$ cat config.mk
export PLATFORM = sky130hd
export DESIGN_NAME = tcg_front
export DESIGN_NICKNAME = d
export VERILOG_FILES = /design/src/rtl/tcg_pkg.sv /design/src/rtl/tcg_front.sv
export SDC_FILE = /design/constraint.sdc
export NUM_CORES = 1
export LEC_CHECK = 0
export BUFFER_PORTS_ARGS = -buffer_cell sky130_fd_sc_hd__buf_2
export CORE_MARGIN = 2
export CORE_UTILIZATION = 56
export CTS_CLUSTER_DIAMETER = 50
export DETAILED_ROUTE_END_ITERATION = 7
export PLACE_DENSITY = 0.9
export SETUP_SLACK_MARGIN = 0.15
export SLEW_MARGIN = 30
export SYNTH_ARGS = -nofsm -noshare
export SYNTH_HDL_FRONTEND = slang
export SYNTH_SLANG_ARGS = --single-unit
export TNS_END_PERCENT = 50
$ cat constraint.sdc
create_clock -name clock -period 9.5 [get_ports clock]
set_clock_uncertainty 0.15 [all_clocks]
set_input_delay 0.475 -clock clock [delete_from_list [all_inputs] [get_ports clock]]
set_output_delay 0.475 -clock clock [all_outputs]
set_load 0.05 [all_outputs]
$ cat src/rtl/tcg_pkg.sv
package tcg_pkg;

   // Commands on req_command
   localparam logic [1:0] CMD_PUT   = 2'd0;
   localparam logic [1:0] CMD_CLEAR = 2'd1;
   localparam logic [1:0] CMD_READ  = 2'd2;

   // Control characters
   localparam logic [7:0] CH_NEWLINE   = 8'd10;
   localparam logic [7:0] CH_TAB       = 8'd9;
   localparam logic [7:0] CH_BACKSPACE = 8'd8;

   localparam int TAB_STEP    = 4;
   localparam int GLYPH_SHIFT = 3;
   localparam int CELL_W      = 32;
   localparam int QDEPTH      = 2;

   // Result kinds on rsp_kind
   localparam logic [1:0] KIND_ACK  = 2'd0;
   localparam logic [1:0] KIND_DRAW = 2'd1;
   localparam logic [1:0] KIND_READ = 2'd2;

   // Register indexes on csr_index
   localparam logic [1:0] CSR_COLS     = 2'd0;
   localparam logic [1:0] CSR_ROWS     = 2'd1;
   localparam logic [1:0] CSR_ORIGIN_X = 2'd2;
   localparam logic [1:0] CSR_ORIGIN_Y = 2'd3;

   typedef enum logic [2:0] {
      OP_CHAR,
      OP_NEWLINE,
      OP_TAB,
      OP_BACKSPACE,
      OP_CLEAR,
      OP_READ,
      OP_NOP
   } op_type;

   typedef enum logic [1:0] {
      BK_IDLE,
      BK_READ,
      BK_WALK
   } back_state_type;

   typedef struct packed {
      op_type     op;
      logic [7:0] char_code;
      logic [7:0] red;
      logic [7:0] green;
      logic [7:0] blue;
      logic [5:0] cell_row;
      logic [6:0] cell_col;
   } entry_type;

   typedef struct packed {
      logic      valid;
      entry_type entry;
   } queue_out_type;

   typedef struct packed {
      logic init_busy;
   } back_status_type;

   typedef struct packed {
      logic [7:0]  cols;
      logic [6:0]  rows;
      logic [15:0] origin_x;
      logic [15:0] origin_y;
   } cfg_type;

endpackage

$ cat src/rtl/tcg_front.sv
module tcg_front
   import tcg_pkg::*;
(
   input  logic            clock,
   input  logic            reset,
   input  logic            start,
   output logic            busy,
   input  logic [1:0]      req_command,
   input  logic [7:0]      req_char_code,
   input  logic [7:0]      req_red,
   input  logic [7:0]      req_green,
   input  logic [7:0]      req_blue,
   input  logic [5:0]      req_cell_row,
   input  logic [6:0]      req_cell_col,
   input  back_status_type status,
   input  logic            pop,
   output queue_out_type   q_out
);

   localparam int QAW = (QDEPTH > 1) ? $clog2(QDEPTH) : 1;
   localparam int QCW = $clog2(QDEPTH + 1);

   entry_type        q_ff [QDEPTH];
   entry_type        new_entry;
   logic [QAW-1:0]   wp_ff, wp_in;
   logic [QAW-1:0]   rp_ff, rp_in;
   logic [QCW-1:0]   cnt_ff, cnt_in;
   logic             push;

   assign busy = (cnt_ff == QCW'(QDEPTH)) || status.init_busy;
   assign push = start && !busy;

   // Classify the word: control characters get their own op
   always_comb begin
      new_entry.char_code = req_char_code;
      new_entry.red       = req_red;
      new_entry.green     = req_green;
      new_entry.blue      = req_blue;
      new_entry.cell_row  = req_cell_row;
      new_entry.cell_col  = req_cell_col;
      unique case (req_command)
         CMD_PUT: begin
            unique case (req_char_code)
               CH_NEWLINE:   new_entry.op = OP_NEWLINE;
               CH_TAB:       new_entry.op = OP_TAB;
               CH_BACKSPACE: new_entry.op = OP_BACKSPACE;
               default:      new_entry.op = OP_CHAR;
            endcase
         end
         CMD_CLEAR: new_entry.op = OP_CLEAR;
         CMD_READ:  new_entry.op = OP_READ;
         default:   new_entry.op = OP_NOP;
      endcase
   end

   always_comb begin
      wp_in  = push ? QAW'(wp_ff + 1'b1) : wp_ff;
      rp_in  = pop ? QAW'(rp_ff + 1'b1) : rp_ff;
      cnt_in = QCW'(cnt_ff + QCW'(push) - QCW'(pop));
   end

   always_ff @(posedge clock) begin
      if (reset) begin
         wp_ff  <= '0;
         rp_ff  <= '0;
         cnt_ff <= '0;
      end else begin
         wp_ff  <= wp_in;
         rp_ff  <= rp_in;
         cnt_ff <= cnt_in;
      end
   end

   always_ff @(posedge clock) begin
      if (push) begin
         q_ff[wp_ff] <= new_entry;
      end
   end

   assign q_out.valid = (cnt_ff != '0);
   assign q_out.entry = q_ff[rp_ff];

   a_pop_has_word: assert property (@(posedge clock) disable iff (reset)
      pop |-> (cnt_ff != '0))
      else $error("queue popped while empty");

endmodule

After elaboration in Yosys (flattened, before gate mapping)
Memories as Yosys holds them, arrays and structs flattened. A register that Yosys moved wholly into a read port is not among the register bits.
Index checks and enable logic that the tools add are counted.
{"block": "op_classes", "n_reduce_logical": 5, "n_addsub": 4, "mux": 6, "n_eq_ne": 6}
{"op": "8-bit by 4-bit equality test with 1-bit output (second input constant)", "count": 3}
{"op": "3-bit one-hot mux with 3 select lines", "count": 1}
{"op": "2-bit one-hot mux with 3 select lines", "count": 1}
{"op": "2-bit equality test (second input constant)", "count": 2}
{"op": "1-bit two-way mux", "count": 4}
{"op": "1-bit adder (second input constant)", "count": 2}
{"op": "2-bit by 1-bit adder with 2-bit output", "count": 1}
{"op": "2-bit by 1-bit equality test with 1-bit output (second input constant)", "count": 1}
{"op": "2-bit zero test", "count": 1}
{"op": "2-bit nonzero test", "count": 1}
{"op": "2-bit by 1-bit subtractor with 2-bit output", "count": 1}
{"op": "1-bit logical AND", "count": 1}
{"op": "1-bit zero test", "count": 1}
{"op": "1-bit logical OR", "count": 1}
{"block": "word_totals", "mem_bits_rw": 96, "n_memories": 1, "out_inout_bits": 50, "regBits": 4, "in_bits": 52}
{"memory": "q_ff", "depth": 2, "width": 48, "read_ports": 1, "rd_clocked_by_memory_dff": 1, "write_ports": 1, "line": "tcg_front.sv:23", "rtl": "entry_type q_ff [QDEPTH];"}

Logic depth before layout (Yosys ltp)
{"block": "depth", "word_depth": 6, "mapped_depth": 8, "depth_no_buf": 8}

Worst setup path before layout
No wires, ideal clock.
{"block": "synth_timing", "path_type": "input-to-reg", "startpoint": "input status", "endpoint": "memory q_ff[0][0] (netlist name), enable pin", "stages": 2, "path_slack_ns": 5.979, "arrival_ns": 2.917, "path_cell_list": "or3b_4 > nor2_1"}
{"block": "synth_via", "elab_chain_len": 5}
{"item": "start, declared", "line": "tcg_front.sv:15", "rtl": "input back_status_type status,"}
{"item": "1-bit logical OR", "line": "tcg_front.sv:30", "rtl": "assign busy = (cnt_ff == QCW'(QDEPTH)) || status.init_busy;"}
{"item": "1-bit zero test", "line": "tcg_front.sv:31", "rtl": "assign push = start && !busy;"}
{"item": "1-bit logical AND", "line": "tcg_front.sv:31"}
{"item": "1-bit two-way mux", "line": "tcg_front.sv:75", "rtl": "if (push) begin"}
{"item": "1-bit two-way mux (implied by the code)", "line": "tcg_front.sv:76", "rtl": "q_ff[wp_ff] <= new_entry;"}
{"item": "end, declared", "line": "tcg_front.sv:23"}
No other way between the ends.

==> impl_metrics.toml <==
[floorplanning]
coreArea_um2 = 6420
die_y_um = 86.1
ios = 102
initial_core_util_pct = 58.8
dieArea_um2 = 7410
die-width_um = 86.1
rows = 29

[global_routing]
grt_usage_pct = 16.8
grt_max_degree = 49
grt_pass1_wl_um = 9200
antenna_found_initial = 0
overflow = 0
grt_pass1_vias = 1927

[min_path]
holdPathEnd = "q_ff[0][34]"
hp-start = "req_red[5]"
hp-class = "in2reg"
min_path_cells = 1

[cells_and_area]
final_common_cell = "buf_2"
ff_latch_area_um2 = 2990
antenna_cells = 0
area_growth_pct = 20.6
final_layout_size_suffix_gt1_share_pct = 57.8
fin_nets = 352
nFillCells = 438
multiInputGateArea_um2 = 763
final_cell_mix = "buf_2 (101), edfxtp_1 (96), mux2_2 (48), clkbuf_8 (9)"

[power]
power.density_nw_per_um2 = 202
leakage_nw = 1.70
total_power_uw = 919
max-vdd-ir-drop_mv = 0.119

[worst_setup_path]
required_ps = 8880
cp_max_fo = 48
cp-start-kind = "flop"
r2r_end = "cnt_ff[1]"
rr_startpoint = "cnt_ff[1]"
crit_buf_inv = 1
critPathMaxStageDelay_ps = 770
critical_path.cell_chain = "mux2_2 > buf_2"
slowest_stage = "dfxtp_4"
path_class = "reg2out"
crit_arrival_ps = 1760
r2r_slack_ps = 7410
path_delay_family = "flip-flops"
r2r_cells = 8
cp-end-kind = "output pin"

[cts]
cts_hold_buf = 0
cts_sinks = 101
h-tree-depth = 3
clkTransAtPathRegs_ps = 100
cts_root_buffer = "clkbuf_8"
cts_buffers = 9
post-cts-setup-buffers = 0
clock_path_buffers = 2
cts_tree = "done"
insertion_delay_ps = 340
ctsResizeCount = 0

[sta]
setup_violations = 0
period_minus_slack_ps = 2390
whs_ps = 157
setup_tns_ps = 0
rsz0062_at_grt = "false"
slew_headroom_pct = 56.9
finalCritPeriodShare_pct = 25.1
worst_pin_slew_ps = 647
hold_violations = 0
timing.fmax_mhz = 419
maxSlewViolCount = 0

[yosys]
synth_top_cell_area_share_pct = 76.4
syn-cell-area_um2 = 3770
synth_seq_area_share_pct = 79.0
synth_nets = 243
syn-instance-count = 187
yosysTopAreaCell = "edfxtp_1"
syn_area_per_cell_um2 = 20.2
synth-seq-cells = 101
ys_types = 19
yosys_warnings = 0
synth_area_leaders = "edfxtp_1 (76%), mux2_2 (14%), dfxtp_1 (2.7%)"

[detailed_routing]
via_count = 1944
drc = 0
ant_nets = 0
vias_per_cell = 5.14
first_pass_iters = 4
drt_wl_total_um = 6190
drt_iter0_drc = 97
routedWlPerCell_um = 16.4

[flow_run]
drv_cap = 0

[status]
status = "finished clean"

[place]
hpwl_um = 4160
port_buffers = 101
gp_congestion = 0.759
## cell usage after synthesis
cell type,count
edfxtp_1,96
mux2_2,48
nor2_1,7
buf_2,5
dfxtp_1,5
inv_1,5
ha_1,4
nand3_1,2
nor3_1,2
nor4b_1,2
o21ai_0,2
or2_2,2
and2_2,1
mux2_4,1
nor2b_1,1
nor2b_4,1
or3b_4,1
xnor2_1,1
xor2_1,1
## area by class of cell
type	count	area share [%]
Tap cell	77	2.12
Sequential cell	101	65.6
Clock inverter	6	0.825
Multi-Input combinational cell	76	16.8
Timing Repair Buffer	103	11.4
Clock buffer	10	2.80
Inverter	5	0.412
## power by group
group	total, mW	switching [mW]	internal [mW]
sequential	0.525	0.0138	0.512
combinational	0.165	0.114	0.0506
clock	0.229	0.135	0.0945
total	0.919	0.263	0.657
## cells by family (layout without fill, tap and decap cells)
logic type	Yosys count	after routing	share of synthesized area, %
AO/OA/AOI/OAI	2	2	0.265
XOR/XNOR	2	2	0.464
adder cells (fa/ha/maj)	4	4	1.33
buffers and inverters	10	124	1.16
flip-flops	101	101	79.0
multiplexers	49	49	14.7
AND/OR/NAND/NOR	19	19	3.05
## worst max-delay path by stage
stage	end	cells after the start
after CTS	q_out[28]	2
after global placement	q_out[0]	2
final	q_out[28]	2
after global routing	q_out[39]	2
after detailed placement	cnt_ff[1]	8
after floorplan	q_ff[0][0]	2
## layer usage
layer | up-vias | share of wire, % | GRT usage [%]
li1 | 937 | - | -
met1 | 941 | 42 | 21.2
met2 | 57 | 51 | 27.9
met3 | 9 | 5.0 | 3.18
met4 | 0 | 1.6 | 8.66
met5 | - | 0 | 0
## stage by stage
| step | std cells | cell area, um2 | util [%] | setup WS [ps] |
|---|---|---|---|---|
| floorplan | 187 | 3770 | - | 5980 |
| global placement | 362 | 4380 | 68.2 | 7140 |
| detailed placement | 362 | 4390 | 68.3 | 7250 |
| CTS | 378 | 4550 | 70.9 | 7080 |
| global route | 378 | 4550 | 70.9 | 7020 |
| finish | 378 | 4550 | 70.9 | 7110 |
## registers in the layout, indices dropped and copies added (netlist names), named ones only
register and cells:
q_ff 96, wp_ff 1, rp_ff 1, cnt_ff 2
Power figures use the tool's default switching activity.
